## src/hdl/dtt_pkg.sv

```systemverilog
// shared types and constants of the deadline timer table
// depends on nothing; used by dtt_cell, dtt_ctrl and deadline_timer_table
package dtt_pkg;

  // slot index width inside the cell chain, enough for the largest table
  localparam int SLOT_W = 6;
  localparam logic [63:0] ONE_HOUR_MS = 64'd3600000;
  localparam int MAX_EMIT = 16;

  typedef enum logic [2:0] {
    CMD_ADD     = 3'd0,
    CMD_CANCEL  = 3'd1,
    CMD_REFRESH = 3'd2,
    CMD_RESET   = 3'd3,
    CMD_POLL    = 3'd4,
    CMD_QUERY   = 3'd5
  } cmd_e;

  typedef enum logic [1:0] {
    ST_OK    = 2'd0,
    ST_NOACT = 2'd1,
    ST_FULL  = 2'd2,
    ST_NONE  = 2'd3
  } status_e;

  typedef enum logic [2:0] {
    S_IDLE,
    S_SCAN,
    S_PREP,
    S_CALC,
    S_EVAL
  } state_e;

  typedef enum logic [2:0] {
    WR_NONE,
    WR_ADD,
    WR_DISARM,
    WR_DL,
    WR_IVDL,
    WR_MARK
  } wr_op_e;

  // broadcast write from the controller to all cells
  typedef struct packed {
    wr_op_e            op;
    logic [SLOT_W-1:0] slot;
    logic [63:0]       dl;
    logic [31:0]       ival;
    logic              rec;
    logic [31:0]       tag;
  } wr_t;

  // earliest eligible entry seen so far
  typedef struct packed {
    logic              found;
    logic [63:0]       dl;
    logic [SLOT_W-1:0] slot;
    logic [31:0]       tag;
    logic [31:0]       ival;
    logic              rec;
  } best_t;

  // addressed entry picked up along the chain
  typedef struct packed {
    logic        armed;
    logic [63:0] dl;
    logic [31:0] ival;
  } tgt_t;

  // record handed from cell to cell
  typedef struct packed {
    logic              use_due;
    logic              excl_en;
    logic [SLOT_W-1:0] excl;
    logic [SLOT_W-1:0] tslot;
    logic              free_found;
    logic [SLOT_W-1:0] free_slot;
    logic              any_armed;
    logic              any_other;
    logic              stay;
    logic [SLOT_W:0]   due_cnt;
    best_t             best;
    tgt_t              tgt;
  } scan_t;

  typedef struct packed {
    status_e     status;
    logic [3:0]  slot;
    logic [31:0] tag;
    logic [63:0] wait_ms;
    logic        fn;
    logic        any;
    logic        last;
  } res_t;

endpackage

```

## src/hdl/dtt_cell.sv

```systemverilog
// one timer slot of the chain: holds its entry and folds it into the passing record
// depends on dtt_pkg
module dtt_cell #(
  parameter int IDX = 0
) (
  input  logic           clk_i,
  input  logic           rst_ni,
  input  dtt_pkg::wr_t   wr_i,
  input  dtt_pkg::scan_t scan_i,
  output dtt_pkg::scan_t scan_o
);

  localparam logic [dtt_pkg::SLOT_W-1:0] MySlot = (dtt_pkg::SLOT_W)'(IDX);

  logic        armed_q, due_q;
  logic [63:0] dl_q;
  logic [31:0] ival_q, tag_q;
  logic        rec_q;
  logic        hit, elig;
  dtt_pkg::scan_t scan_d, scan_q;

  assign hit = (wr_i.slot == MySlot);

  always_ff @(posedge clk_i or negedge rst_ni) begin
    if (!rst_ni) begin
      armed_q <= 1'b0;
      due_q   <= 1'b0;
    end else begin
      case (wr_i.op)
        dtt_pkg::WR_ADD: if (hit) armed_q <= 1'b1;
        dtt_pkg::WR_DISARM: if (hit) begin
          armed_q <= 1'b0;
          due_q   <= 1'b0;
        end
        dtt_pkg::WR_DL: if (hit) due_q <= 1'b0;
        dtt_pkg::WR_MARK: due_q <= armed_q && (wr_i.rec || dl_q <= wr_i.dl);
        default: ;
      endcase
    end
  end

  always_ff @(posedge clk_i) begin
    case (wr_i.op)
      dtt_pkg::WR_ADD: if (hit) begin
        dl_q   <= wr_i.dl;
        ival_q <= wr_i.ival;
        rec_q  <= wr_i.rec;
        tag_q  <= wr_i.tag;
      end
      dtt_pkg::WR_DL: if (hit) dl_q <= wr_i.dl;
      dtt_pkg::WR_IVDL: if (hit) begin
        dl_q   <= wr_i.dl;
        ival_q <= wr_i.ival;
      end
      default: ;
    endcase
  end

  // strict compare: on equal deadlines the lower slot seen earlier stays
  always_comb begin
    scan_d = scan_i;
    elig = scan_i.use_due ? due_q
                          : (armed_q && !(scan_i.excl_en && scan_i.excl == MySlot));
    if (elig && (!scan_i.best.found || dl_q < scan_i.best.dl)) begin
      scan_d.best.found = 1'b1;
      scan_d.best.dl    = dl_q;
      scan_d.best.slot  = MySlot;
      scan_d.best.tag   = tag_q;
      scan_d.best.ival  = ival_q;
      scan_d.best.rec   = rec_q;
    end
    if (!scan_i.free_found && !armed_q) begin
      scan_d.free_found = 1'b1;
      scan_d.free_slot  = MySlot;
    end
    scan_d.any_armed = scan_i.any_armed | armed_q;
    scan_d.any_other = scan_i.any_other | (armed_q && scan_i.tslot != MySlot);
    scan_d.stay      = scan_i.stay | (armed_q && (!due_q || rec_q));
    scan_d.due_cnt   = scan_i.due_cnt + {{dtt_pkg::SLOT_W{1'b0}}, due_q};
    if (scan_i.tslot == MySlot) begin
      scan_d.tgt.armed = armed_q;
      scan_d.tgt.dl    = dl_q;
      scan_d.tgt.ival  = ival_q;
    end
  end

  always_ff @(posedge clk_i) begin
    scan_q <= scan_d;
  end

  assign scan_o = scan_q;

endmodule

```

## config.mk

```make
export PLATFORM = sky130hd
export DESIGN_NAME = dtt_cell
export DESIGN_NICKNAME = d
export VERILOG_FILES = /design/src/hdl/dtt_pkg.sv /design/src/hdl/dtt_cell.sv
export SDC_FILE = /design/constraint.sdc
export NUM_CORES = 1
export LEC_CHECK = 0
export ABC_AREA = 1
export BUFFER_PORTS_ARGS = -buffer_cell sky130_fd_sc_hd__buf_2
export CAP_MARGIN = 5
export CORE_ASPECT_RATIO = 0.75
export CORE_MARGIN = 10
export CORE_UTILIZATION = 23
export DETAILED_ROUTE_END_ITERATION = 16
export GPL_TIMING_DRIVEN = 0
export HOLD_SLACK_MARGIN = 0.12
export SYNTH_ARGS = -nofsm -noshare
export SYNTH_HDL_FRONTEND = slang
export SYNTH_SLANG_ARGS = --single-unit
```

## constraint.sdc

```tcl
create_clock -name clk_i -period 4.5 [get_ports clk_i]
set_input_delay 0.675 -clock clk_i [delete_from_list [all_inputs] [get_ports clk_i]]
set_output_delay 0.675 -clock clk_i [all_outputs]
set_load 0.02 [all_outputs]
```

==> flow_metrics.py <==
metrics = {
    "clocking": {
        "clockBufferDepth": 3,
        "cts_max_level": 2,
        "clkTransAtPathRegs_ns": 0.06,
        "cts_resized": 0,
        "cts.sinks": 395,
        "cts_buffers": 43,
        "cts_tree": "yes",
        "cts-root-buf": "clkbuf_16",
        "clk-insertion-delay-late_ns": 0.59,
        "cts_setup_buffers": 0,
    },
    "setup_path": {
        "required_ns": 5.00,
        "arrival_ns": 3.69,
        "cp_max_fo": 10,
        "cp_slowest_stage_delay_ns": 0.89,
        "critPathCaptureType": "flip-flop",
        "cp-start-kind": "primary input",
        "path_cells": "buf_2 -> nor2_1 -> nand3_1 -> clkbuf_2 -> clkinv_1 -> clkbuf_1 -> clkbuf_1 -> nand2_1 -> nand2_1",
        "path_class": "primary input to flip-flop",
        "critPathSlowestCell": "clkbuf_1",
    },
    "sta": {
        "rsz0062_at_grt": "no",
        "setup_tns_ns": 0,
        "maxSlewViolCount": 0,
        "skew_ns": 0.0333,
        "post-route-period-util_pct": 70.8,
        "fmax_ghz": 0.314,
        "relSlewSlack_pct": 23.9,
        "period_minus_slack_ns": 3.19,
        "setup_ws_ns": 1.31,
        "finalHoldViolCount": 0,
        "setup_viol": 0,
        "worst_slew_pin_slew_ns": 1.14,
    },
    "final_layout": {
        "final_area_sq_um": 22000,
        "area_delta_synth_final_pct": 38.1,
        "fin_util_pct": 32.1,
        "n_fill_cell": 7263,
        "drive_above_1_share_pct": 31.2,
        "final_nets": 2988,
        "multi_input_area_sq_um": 5770,
        "regArea_sq_um": 9210,
    },
    "floorplanning": {
        "core-area_sq_um": 68500,
        "start_util_pct": 23.2,
        "row_count": 83,
        "die_w_um": 324,
        "ioPinCount": 668,
        "die_y_um": 248,
        "die_area_sq_um": 80300,
    },
    "pwr": {
        "p_sw_share_pct": 26.3,
        "p_leak_nw": 11.3,
        "peakVddDrop_uv": 253,
        "power.total_mw": 8.52,
        "p_switching_mw": 2.24,
        "p_seq_share_pct": 45.5,
        "p_int_mw": 6.28,
        "power_density_nw_per_um2": 387,
        "share_comb_of_total_power_pct": 12.0,
        "clkPwrFrac_pct": 42.4,
    },
    "route": {
        "drtAntennaViolNets": 0,
        "drc_errors": 0,
        "routed_wl_mm": 65.1,
        "via_per_inst": 4.20,
        "wl_per_cell_um": 19.2,
        "drtIter0Drc": 875,
        "drt_pass1_iterations": 4,
        "vias": 14262,
    },
    "place": {
        "place.gp.congestion": 0.891,
        "dp_hpwl_mm": 53.0,
        "portBuffers": 667,
        "dpl-instance-area_sq_um": 20500,
        "place_ws_ns": 0.474,
    },
    "status": {
        "status": "complete, no violations",
    },
    "global_route": {
        "grt_max_degree": 29,
        "antenna_found_initial": 18,
        "grt_overflow": 0,
        "gr-usage-all-layers_pct": 15.1,
        "grt_pass1_wl_mm": 90.1,
        "grt_pass1_vias": 14113,
    },
    "synthesis": {
        "synth-seq-cells": 395,
        "yosysWarningCount": 0,
        "syn-num-nets": 2270,
        "synthDistinctLibCells": 35,
        "synth.avg_cell_area_sq_um": 9.17,
        "yosysSeqAreaShare_pct": 57.8,
        "syn_inst": 1737,
        "syn-cell-area_sq_um": 15900,
    },
    "job": {
        "cap_violations": 0,
    },
    "hold_path": {
        "hp-class": "primary input to flip-flop",
    },
}
-- worst max-delay path, delay by kind of cell --
family	cells	cell delay [ns]
buffers and inverters	5	2.47
AND/OR/NAND/NOR	4	0.50
-- state kept, by name (all words and copies together), names as in the netlist --
name / count
dl_q: 64
scan_o: 264
due_q: 1
ival_q: 32
tag_q: 32
armed_q: 1
rec_q: 1
-- through the flow --
| stage | std cells | hold slack, ns |
|---|---|---|
| final | 3392 | 0.216 |
| after global routing | 3389 | 0.183 |
| after CTS | 3382 | 0.167 |
| after detailed placement | 3301 | 0.452 |
| after global placement | 3296 | 0.448 |
| after floorplan | 1737 | 0.379 |
-- placed cells by master (no fill, tap or decap), types with 2 or more instances in the layout --
cell type,n
nor2_1,48
nand4_1,11
inv_6,3
o21bai_1,2
dfrtp_1,2
or2_2,3
edfxtp_1,129
buf_2,676
a21boi_0,6
buf_4,2
clkbuf_16,46
clkbuf_1,43
nor3_1,5
nand2_2,2
clkinvlp_4,2
buf_6,12
nand3_1,151
a21oi_1,65
buf_1,4
xnor2_1,2
buf_12,2
diode_2,10
ha_1,129
xor2_1,3
clkbuf_8,7
clkinv_8,2
o21ai_0,27
clkinv_2,11
buf_16,3
nand2_1,644
o21a_1,2
inv_1,164
and3_1,2
dfxtp_1,264
-- area by class of cell --
type | count | area share [%]
timing repair buffer | 673 | 15.8
clock inverter | 20 | 0.751
sequential | 395 | 41.8
antenna | 10 | 0.114
buffer | 64 | 1.59
clock buffer | 60 | 5.79
inverter | 166 | 2.83
tap | 892 | 5.07
multi-input combinational | 1112 | 26.2
-- path summary, 6_finish.rpt --
check	startpoint	endpoint	slack, ns	cells after the start
min in group asynchronous	rst_ni	armed_q	0.46	2
max in group asynchronous	rst_ni	due_q	3.93	2
worst min-delay path	scan_i[260]	scan_o[260]	0.22	1
worst max register to register	dl_q[11]	scan_o[174]	1.41	15
worst min register to register	tag_q[16]	scan_o[146]	0.46	2
worst max-delay path	scan_i[253]	scan_o[52]	1.31	9
-- cells in the mapped netlist (all sizes together) --
cell type / number / share of area, %
nor4: 1 / 0.039
ha: 129 / 10
nor3b: 1 / 0.047
o2111ai: 1 / 0.055
inv: 165 / 3.9
buf: 27 / 1.3
nand4: 11 / 0.43
nand2: 646 / 15
a31oi: 1 / 0.039
a41oi: 1 / 0.055
nor3: 5 / 0.16
o21a: 2 / 0.094
xnor2: 2 / 0.11
a21o: 1 / 0.047
xor2: 3 / 0.16
nand3: 151 / 4.7
a21oi: 66 / 2.1
clkinv: 1 / 0.024
edfxtp: 129 / 24
nor2: 49 / 1.2
or2: 3 / 0.12
dfrtp: 2 / 0.31
a21boi: 6 / 0.28
nand3b: 1 / 0.047
o21ai: 27 / 0.85
clkbuf: 37 / 0.87
dfxtp: 264 / 33
o21bai: 2 / 0.094
and3: 2 / 0.079
o211ai: 1 / 0.047
-- metal layers --
| layer | up-vias | track usage (%) | routed length (um) |
|---|---|---|---|
| met1 | 6580 | 19.1 | 27600 |
| met2 | 519 | 24.6 | 30400 |
| met5 | - | 0 | 57 |
| met3 | 85 | 4.49 | 5530 |
| met4 | 8 | 4.88 | 1530 |
| li1 | 7070 | - | - |
-- logic make-up after synthesis --
family	Yosys count	synth area share, %
AND/OR/NAND/NOR	870	22.1
buffers and inverters	230	6.10
AO/OA/AOI/OAI	108	3.64
XOR/XNOR	5	0.275
adder cells (fa/ha/maj)	129	10.1
flip-flops	395	57.8
-- what timing repair did --
action,in CTS,in global routing
hold endpoints to repair,2,0
hold buffers,1,0
endpoints found under the setup margin,0,0
-- power by group through the flow --
stage                     clock [mW]  combinational (mW)  sequential, mW
final                           3.62                1.02            3.88
after CTS                       3.73                1.04            3.88
after global placement             0                1.02            3.96
after detailed placement           0                1.03            3.96
after floorplan                    0               0.323            4.16
after global routing            3.87                1.13            3.89
Note: power is estimated with default switching activity, not from simulation.
