[config.mk]
export PLATFORM = sky130hd
export DESIGN_NAME = dtt_ctrl
export DESIGN_NICKNAME = d
export VERILOG_FILES = /design/src/hdl/dtt_pkg.sv /design/src/hdl/dtt_ctrl.sv
export SDC_FILE = /design/constraint.sdc
export NUM_CORES = 2
export LEC_CHECK = 0
export ABC_AREA = 1
export BUFFER_PORTS_ARGS = -buffer_cell sky130_fd_sc_hd__buf_4
export CAP_MARGIN = 20
export CORE_AREA = 8 8 347 349
export DETAILED_ROUTE_END_ITERATION = 12
export DIE_AREA = 0 0 355 357
export PLACE_DENSITY = 0.6
export SLEW_MARGIN = 20
export SYNTH_ARGS = -nofsm -noshare
export SYNTH_HDL_FRONTEND = slang
export SYNTH_SLANG_ARGS = --single-unit
[constraint.sdc]
create_clock -name clk_i -period 11.3 [get_ports clk_i]
set_input_delay 0.565 -clock clk_i [delete_from_list [all_inputs] [get_ports clk_i]]
set_output_delay 0.565 -clock clk_i [all_outputs]
set_load 0.1 [all_outputs]
[src/hdl/dtt_pkg.sv]
// shared types and constants of the deadline timer table
// depends on nothing; used by dtt_cell, dtt_ctrl and deadline_timer_table
package dtt_pkg;

  // slot index width inside the cell chain, enough for the largest table
  localparam int SLOT_W = 6;
  localparam logic [63:0] ONE_HOUR_MS = 64'd3600000;
  localparam int MAX_EMIT = 16;

  typedef enum logic [2:0] {
    CMD_ADD     = 3'd0,
    CMD_CANCEL  = 3'd1,
    CMD_REFRESH = 3'd2,
    CMD_RESET   = 3'd3,
    CMD_POLL    = 3'd4,
    CMD_QUERY   = 3'd5
  } cmd_e;

  typedef enum logic [1:0] {
    ST_OK    = 2'd0,
    ST_NOACT = 2'd1,
    ST_FULL  = 2'd2,
    ST_NONE  = 2'd3
  } status_e;

  typedef enum logic [2:0] {
    S_IDLE,
    S_SCAN,
    S_PREP,
    S_CALC,
    S_EVAL
  } state_e;

  typedef enum logic [2:0] {
    WR_NONE,
    WR_ADD,
    WR_DISARM,
    WR_DL,
    WR_IVDL,
    WR_MARK
  } wr_op_e;

  // broadcast write from the controller to all cells
  typedef struct packed {
    wr_op_e            op;
    logic [SLOT_W-1:0] slot;
    logic [63:0]       dl;
    logic [31:0]       ival;
    logic              rec;
    logic [31:0]       tag;
  } wr_t;

  // earliest eligible entry seen so far
  typedef struct packed {
    logic              found;
    logic [63:0]       dl;
    logic [SLOT_W-1:0] slot;
    logic [31:0]       tag;
    logic [31:0]       ival;
    logic              rec;
  } best_t;

  // addressed entry picked up along the chain
  typedef struct packed {
    logic        armed;
    logic [63:0] dl;
    logic [31:0] ival;
  } tgt_t;

  // record handed from cell to cell
  typedef struct packed {
    logic              use_due;
    logic              excl_en;
    logic [SLOT_W-1:0] excl;
    logic [SLOT_W-1:0] tslot;
    logic              free_found;
    logic [SLOT_W-1:0] free_slot;
    logic              any_armed;
    logic              any_other;
    logic              stay;
    logic [SLOT_W:0]   due_cnt;
    best_t             best;
    tgt_t              tgt;
  } scan_t;

  typedef struct packed {
    status_e     status;
    logic [3:0]  slot;
    logic [31:0] tag;
    logic [63:0] wait_ms;
    logic        fn;
    logic        any;
    logic        last;
  } res_t;

endpackage

[src/hdl/dtt_ctrl.sv]
// command sequencer of the timer table: launches chain passes, evaluates, writes back
// depends on dtt_pkg
module dtt_ctrl #(
  parameter int NUM_TIMERS = 16
) (
  input  logic           clk_i,
  input  logic           rst_ni,
  input  logic           in_valid_i,
  output logic           in_ready_o,
  input  logic [2:0]     cmd_i,
  input  logic [63:0]    now_i,
  input  logic [3:0]     sid_i,
  input  logic [31:0]    per_i,
  input  logic           rep_i,
  input  logic           rnow_i,
  input  logic [31:0]    utag_i,
  input  logic           out_ready_i,
  output logic           out_valid_o,
  output dtt_pkg::res_t  res_o,
  output dtt_pkg::wr_t   wr_o,
  output dtt_pkg::scan_t scan_o,
  input  dtt_pkg::scan_t scan_i
);

  localparam int CW = $clog2(NUM_TIMERS);
  localparam int SW = dtt_pkg::SLOT_W;

  dtt_pkg::state_e state_q, state_d;
  logic [CW-1:0] cnt_q, cnt_d;
  logic [2:0]    cmd_q, cmd_d;
  logic [63:0]   now_q, now_d;
  logic [3:0]    sid_q, sid_d;
  logic [31:0]   per_q, per_d, utag_q, utag_d;
  logic          rep_q, rep_d, rnow_q, rnow_d;
  logic          due_mode_q, due_mode_d, first_q, first_d;
  logic [4:0]    n_q, n_d, ntot_q, ntot_d;
  logic          anyfin_q, anyfin_d, notified_q, notified_d, jump_q, jump_d;
  logic [63:0]   last_poll_q, last_poll_d, base_q, base_d, cdl_q, cdl_d;
  logic [31:0]   addend_q, addend_d;
  dtt_pkg::res_t res_q, res_d;
  logic          m_valid_q, m_valid_d;

  logic          out_free, valid_c, front, anyfin_c, last_c;
  logic [SW-1:0] my_slot;
  logic [63:0]   wait_c;
  logic [64:0]   sum_c;
  logic [4:0]    ntot_c;

  assign out_free = !m_valid_q || out_ready_i;
  assign valid_c  = ({{(SW-3){1'b0}}, sid_q} < (SW+1)'(NUM_TIMERS));
  assign my_slot  = (cmd_q == dtt_pkg::CMD_ADD) ? scan_i.free_slot : SW'(sid_q);
  assign front    = !scan_i.best.found || cdl_q < scan_i.best.dl ||
                    (cdl_q == scan_i.best.dl && my_slot < scan_i.best.slot);
  assign wait_c   = !scan_i.best.found ? {64{1'b1}} :
                    (now_q >= scan_i.best.dl) ? 64'd0 : scan_i.best.dl - now_q;
  assign sum_c    = {1'b0, base_q} + {33'd0, addend_q};
  assign ntot_c   = !first_q ? ntot_q :
                    (scan_i.due_cnt > (SW+1)'(dtt_pkg::MAX_EMIT)) ? 5'(dtt_pkg::MAX_EMIT)
                                                                  : scan_i.due_cnt[4:0];
  assign anyfin_c = !first_q ? anyfin_q :
                    (scan_i.stay || scan_i.due_cnt > (SW+1)'(dtt_pkg::MAX_EMIT));
  assign last_c   = ((n_q + 5'd1) == ntot_c);

  // record entering the head of the chain
  always_comb begin
    scan_o         = '0;
    scan_o.use_due = due_mode_q;
    scan_o.excl_en = (cmd_q == dtt_pkg::CMD_RESET);
    scan_o.excl    = SW'(sid_q);
    scan_o.tslot   = SW'(sid_q);
  end

  always_comb begin
    state_d     = state_q;
    cnt_d       = cnt_q;
    cmd_d       = cmd_q;
    now_d       = now_q;
    sid_d       = sid_q;
    per_d       = per_q;
    utag_d      = utag_q;
    rep_d       = rep_q;
    rnow_d      = rnow_q;
    due_mode_d  = due_mode_q;
    first_d     = first_q;
    n_d         = n_q;
    ntot_d      = ntot_q;
    anyfin_d    = anyfin_q;
    notified_d  = notified_q;
    jump_d      = jump_q;
    last_poll_d = last_poll_q;
    base_d      = base_q;
    addend_d    = addend_q;
    cdl_d       = cdl_q;
    res_d       = res_q;
    m_valid_d   = m_valid_q && !out_ready_i;
    wr_o        = '0;
    wr_o.op     = dtt_pkg::WR_NONE;
    in_ready_o  = (state_q == dtt_pkg::S_IDLE);

    case (state_q)
      dtt_pkg::S_IDLE: begin
        if (in_valid_i) begin
          cmd_d   = cmd_i;
          now_d   = now_i;
          sid_d   = sid_i;
          per_d   = per_i;
          rep_d   = rep_i;
          rnow_d  = rnow_i;
          utag_d  = utag_i;
          cnt_d   = '0;
          state_d = dtt_pkg::S_SCAN;
        end
      end
      dtt_pkg::S_SCAN: begin
        cnt_d = cnt_q + 1'b1;
        if (cnt_q == CW'(NUM_TIMERS - 1)) begin
          cnt_d   = '0;
          state_d = dtt_pkg::S_PREP;
        end
      end
      dtt_pkg::S_PREP: begin
        base_d   = now_q;
        addend_d = per_q;
        if (cmd_q == dtt_pkg::CMD_RESET && !rnow_q)
          base_d = scan_i.tgt.dl - {32'd0, scan_i.tgt.ival};
        if (cmd_q == dtt_pkg::CMD_REFRESH) addend_d = scan_i.tgt.ival;
        if (cmd_q == dtt_pkg::CMD_POLL) addend_d = scan_i.best.ival;
        jump_d  = (last_poll_q > now_q) && ((last_poll_q - now_q) > dtt_pkg::ONE_HOUR_MS);
        state_d = dtt_pkg::S_CALC;
      end
      dtt_pkg::S_CALC: begin
        cdl_d   = sum_c[64] ? {64{1'b1}} : sum_c[63:0];
        state_d = dtt_pkg::S_EVAL;
      end
      dtt_pkg::S_EVAL: begin
        if (out_free) begin
          res_d        = '0;
          res_d.status = dtt_pkg::ST_OK;
          res_d.any    = scan_i.any_armed;
          res_d.last   = 1'b1;
          m_valid_d    = 1'b1;
          state_d      = dtt_pkg::S_IDLE;
          case (cmd_q)
            dtt_pkg::CMD_ADD: begin
              if (!scan_i.free_found) begin
                res_d.status = dtt_pkg::ST_FULL;
              end else begin
                wr_o.op   = dtt_pkg::WR_ADD;
                wr_o.slot = scan_i.free_slot;
                wr_o.dl   = cdl_q;
                wr_o.ival = per_q;
                wr_o.rec  = rep_q;
                wr_o.tag  = utag_q;
                res_d.slot = scan_i.free_slot[3:0];
                res_d.any  = 1'b1;
                if (front && !notified_q) begin
                  res_d.fn   = 1'b1;
                  notified_d = 1'b1;
                end
              end
            end
            dtt_pkg::CMD_CANCEL: begin
              if (valid_c && scan_i.tgt.armed) begin
                wr_o.op   = dtt_pkg::WR_DISARM;
                wr_o.slot = SW'(sid_q);
                res_d.any = scan_i.any_other;
              end else begin
                res_d.status = dtt_pkg::ST_NOACT;
              end
            end
            dtt_pkg::CMD_REFRESH: begin
              if (valid_c && scan_i.tgt.armed) begin
                wr_o.op   = dtt_pkg::WR_DL;
                wr_o.slot = SW'(sid_q);
                wr_o.dl   = cdl_q;
              end else begin
                res_d.status = dtt_pkg::ST_NOACT;
              end
            end
            dtt_pkg::CMD_RESET: begin
              if (valid_c && per_q == scan_i.tgt.ival && !rnow_q) begin
                res_d.status = dtt_pkg::ST_OK;
              end else if (!valid_c || !scan_i.tgt.armed) begin
                res_d.status = dtt_pkg::ST_NOACT;
              end else begin
                wr_o.op   = dtt_pkg::WR_IVDL;
                wr_o.slot = SW'(sid_q);
                wr_o.dl   = cdl_q;
                wr_o.ival = per_q;
                if (front && !notified_q) begin
                  res_d.fn   = 1'b1;
                  notified_d = 1'b1;
                end
              end
            end
            dtt_pkg::CMD_QUERY: begin
              notified_d    = 1'b0;
              res_d.wait_ms = wait_c;
            end
            dtt_pkg::CMD_POLL: begin
              if (!due_mode_q) begin
                if (!scan_i.any_armed) begin
                  res_d.status = dtt_pkg::ST_NONE;
                end else begin
                  // latch the due set, then run passes over it
                  m_valid_d   = m_valid_q && !out_ready_i;
                  wr_o.op     = dtt_pkg::WR_MARK;
                  wr_o.dl     = now_q;
                  wr_o.rec    = jump_q;
                  last_poll_d = now_q;
                  due_mode_d  = 1'b1;
                  first_d     = 1'b1;
                  n_d         = '0;
                  state_d     = dtt_pkg::S_SCAN;
                end
              end else begin
                first_d  = 1'b0;
                ntot_d   = ntot_c;
                anyfin_d = anyfin_c;
                res_d.any = anyfin_c;
                if (ntot_c == 5'd0) begin
                  res_d.status = dtt_pkg::ST_NONE;
                  due_mode_d   = 1'b0;
                end else begin
                  res_d.slot = scan_i.best.slot[3:0];
                  res_d.tag  = scan_i.best.tag;
                  res_d.last = last_c;
                  wr_o.slot  = scan_i.best.slot;
                  wr_o.dl    = cdl_q;
                  wr_o.op    = scan_i.best.rec ? dtt_pkg::WR_DL : dtt_pkg::WR_DISARM;
                  n_d        = n_q + 5'd1;
                  if (last_c) begin
                    due_mode_d = 1'b0;
                  end else begin
                    state_d = dtt_pkg::S_SCAN;
                  end
                end
              end
            end
            default: ;
          endcase
        end
      end
      default: state_d = dtt_pkg::S_IDLE;
    endcase
  end

  always_ff @(posedge clk_i or negedge rst_ni) begin
    if (!rst_ni) begin
      state_q     <= dtt_pkg::S_IDLE;
      cnt_q       <= '0;
      due_mode_q  <= 1'b0;
      first_q     <= 1'b0;
      n_q         <= '0;
      ntot_q      <= '0;
      anyfin_q    <= 1'b0;
      notified_q  <= 1'b0;
      last_poll_q <= '0;
      m_valid_q   <= 1'b0;
    end else begin
      state_q     <= state_d;
      cnt_q       <= cnt_d;
      due_mode_q  <= due_mode_d;
      first_q     <= first_d;
      n_q         <= n_d;
      ntot_q      <= ntot_d;
      anyfin_q    <= anyfin_d;
      notified_q  <= notified_d;
      last_poll_q <= last_poll_d;
      m_valid_q   <= m_valid_d;
    end
  end

  always_ff @(posedge clk_i) begin
    cmd_q    <= cmd_d;
    now_q    <= now_d;
    sid_q    <= sid_d;
    per_q    <= per_d;
    utag_q   <= utag_d;
    rep_q    <= rep_d;
    rnow_q   <= rnow_d;
    jump_q   <= jump_d;
    base_q   <= base_d;
    addend_q <= addend_d;
    cdl_q    <= cdl_d;
    res_q    <= res_d;
  end

  assign out_valid_o = m_valid_q;
  assign res_o       = res_q;

endmodule

==> summary.txt <==
Status
  • Outcome: finished clean

Logic synthesis
  • Largest family of logic cells by synthesized area: simple AND/OR/NAND/NOR gates
  • Post-synth top area share: 0.2740
  • Top area cells in the synthesized netlist: edfxtp_1, nand2_1, inv_1
  • Synth top cells by count: nand2_1, inv_1, nor2_1
  • Mapped Avg Cell Area: 6.914 um2
  • Asr flop ratio synth: 0.1759
  • XOR/XNOR Fraction of Synth Area: 0.02657
  • Post-synthesis compound-gate area fraction: 0.1318
  • Post-synthesis simple-gate area fraction: 0.2869
  • Mapped cell area: 0.04417 mm2
  • Sequential-to-total area share from yosys stat: 0.3227
  • Post-synth EDFFs: 403
  • Post-synthesis adder-cell area fraction: 0.07632
  • Mux cell area share after synthesis: 0
  • Synth warn: 0
  • Post-synth top flop: edfxtp_1
  • Yosys top cell by area: edfxtp_1
  • Syn Inst Count: 6388
  • #FFs+latches synth: 489
  • Synth unique cells: 64
  • Most common cell in the synthesized netlist: nand2_1

Timing
  • Fmax: 201.8 MHz
  • Worst Tran Pin Value: 1150 ps
  • Final setup violation count: 0
  • Max-slew violations: 0
  • Part of the cycle the worst path needs: 0.4385
  • Min Tclk post-route: 4955 ps
  • Worst hold slack: 51.39 ps
  • Sum Neg Setup Slack: 0 ps
  • Max-slew headroom: 0.2265
  • RSZ-0062 raised after global routing: no
  • Max Clock Skew: 46.57 ps
  • Hold Vio Cnt, Final: 0

CTS
  • Max clock buf depth: 3
  • Clock Root Buffer: clkbuf_16
  • Clock tree sinks: 489
  • Clk_lat worst skew: 690 ps
  • Clock H-tree levels: 2
  • Worst-path clk slew: 80 ps
  • CTS tree: yes
  • CTS Buf Count: 60

Route
  • DR DRC count: 0
  • Final ANT Viol Nets: 0
  • Detail-routed net length per standard cell: 22.40 um
  • Initial DRC Count: 4149
  • Drt total wl: 191.0 mm
  • Vias per cell: 5.161
  • Via count: 44000
  • DRT Pass-1 Iters: 6

Flow run
  • Max Cap Viol: 0

Floorplanning
  • IO Count: 914
  • Initial Util: 0.3837
  • DIE WIDTH: 355 um
  • # rows: 125
  • Die H: 357 um
  • Die ar.: 0.1267 mm2
  • Core area: 0.1151 mm2

Worst setup path
  • CP Cell Sequence: inv_1, nor2_1, inv_1, nor2_4, buf_4, inv_2, a21oi_4, buf_4, buf_4, nand2_1, inv_1, buf_4
  • CP dominant cell by count: buf_4
  • CP Launch Type: flip-flop
  • Req. time, crit path: 10740 ps
  • CP Buf/Inv Count: 8
  • Crit end category: primary output
  • Crit Path Max Fanout: 40
  • Kind of critical path: reg2out
  • Crit-path max cell delay: 560 ps
  • Crit-path leading delay family: buffers and inverters
  • Slowest stage cell, crit path: dfrtp_1
  • Crit path DAT: 4390 ps

GRT
  • Congestion Overflow GR: 0
  • Antenna violations before repair: 21
  • First-pass GRT wire length: 275.2 mm
  • Largest net degree at the start of global routing: 90
  • Vias in the first global route: 42677
  • Total GRT Usage: 0.2862

Final layout
  • Share of cells above drive strength 1: 0.1383
  • Final Util: 0.4473
  • Net count, final: 7620
  • Area delta synth->final: 16.58%
  • Design area: 0.05149 mm2

Placed design
  • Port Buffers: 645
  • Area post-placement: 0.04945 mm2
  • Hpwl dp: 161.1 mm
  • Routability cong.: 0.9864

Min path
  • Hold Path Class: in2reg

Power and ir drop
  • Max IR drop VDD: 0.1320 mV
  • Leak Pwr: 25.46 nW
  • Final Power: 0.009183 W
  • Pwr/cell area: 178.3 mW/mm2
==> cell families (layout without fill, tap and decap cells) <==
group | count (synthesis) | count (layout)
AO/OA/AOI/OAI | 969 | 969
XOR/XNOR | 134 | 134
adder cells (fa/ha/maj) | 267 | 267
buffers and inverters | 1532 | 1890
flip-flops | 489 | 489
other | 1 | 257
AND/OR/NAND/NOR | 2996 | 2996
==> power by group <==
group          leakage (nW)  switching, W  internal, W
Sequential             4.88      0.000328      0.00243
Clock                 0.964      0.000845      0.00114
Combinational          19.6       0.00330      0.00114
Total                  25.5       0.00448      0.00471
==> what timing repair did <==
item                      CTS  global route
buffers inserted            0             0
hold endpoints to repair   35             0
gates resized for setup     0             0
hold buffers                1             0
==> metal layers <==
metal | wire length, um | track usage | share of wire
met5 | 8 | 0 | 0.000042
met1 | 81780 | 0.3803 | 0.43
met2 | 89650 | 0.4844 | 0.47
met4 | 5528 | 0.07613 | 0.029
met3 | 14050 | 0.04357 | 0.074
==> sequential cells by signal, indices dropped and copies added, names as in the netlist, 3 cells and up <==
register     cells
base_q          64
res_o          105
utag_q          32
ntot_q           5
cnt_q            4
per_q           32
cdl_q           64
last_poll_q     64
now_q           64
addend_q        32
n_q              5
sid_q            4
state_q          3
cmd_q            3
==> placed cells by master, fill, tap and decap left out, types with 9 or more instances in the layout <==
master and n:
a21o_1 28, a21oi_1 296, a21oi_2 56, a31oi_1 50, a32oi_1 64, buf_4 677
clkbuf_16 63, clkinv_1 12, clkinv_2 9, conb_1 254, dfrtp_1 85, edfxtp_1 403
ha_1 263, inv_1 1090, nand2_1 1598, nand2_2 54, nand3_1 475, nand3_2 10
nand3b_1 24, nand4_1 68, nor2_1 596, nor2_4 10, nor3_1 78, nor3b_1 19
nor4_1 18, o211ai_1 39, o21a_1 14, o21ai_0 321, o21ai_1 23, o21ai_2 9
o21bai_1 22, o22ai_1 13, or2_2 29, xnor2_1 52, xor2_1 82
==> final cells by class <==
| cell class | instances | area, um2 |
|---|---|---|
| Fill cell | 12129 | 63620 |
| Multi-Input combinational cell | 4620 | 24080 |
| Sequential cell | 489 | 14250 |
| Timing Repair Buffer | 678 | 5092 |
| Inverter | 1099 | 4135 |
| Tap cell | 1524 | 1907 |
| Clock buffer | 72 | 1630 |
| Clock inverter | 41 | 387.9 |
| Antenna cell | 3 | 7.507 |
==> stage by stage <==
stage	cells	setup WS, ps
finish	8526	6345
global route	8525	6135
CTS	8523	6254
detailed placement	8409	6972
global placement	8409	7079
floorplan	6641	2138
==> worst paths after layout <==
path	startpoint	endpoint	slack, ps	cells after the start
max	state_q[2]	wr_o[90]	6340	12
max reg2reg	cmd_q[2]	base_q[28]	7050	10
min	now_i[16]	now_q[16]	50	1
max in group asynchronous	rst_ni	last_poll_q[48]	9640	3
min reg2reg	last_poll_q[50]	last_poll_q[50]	490	2
min in group asynchronous	rst_ni	ntot_q[4]	470	2
(Power assumes the default switching activity.)
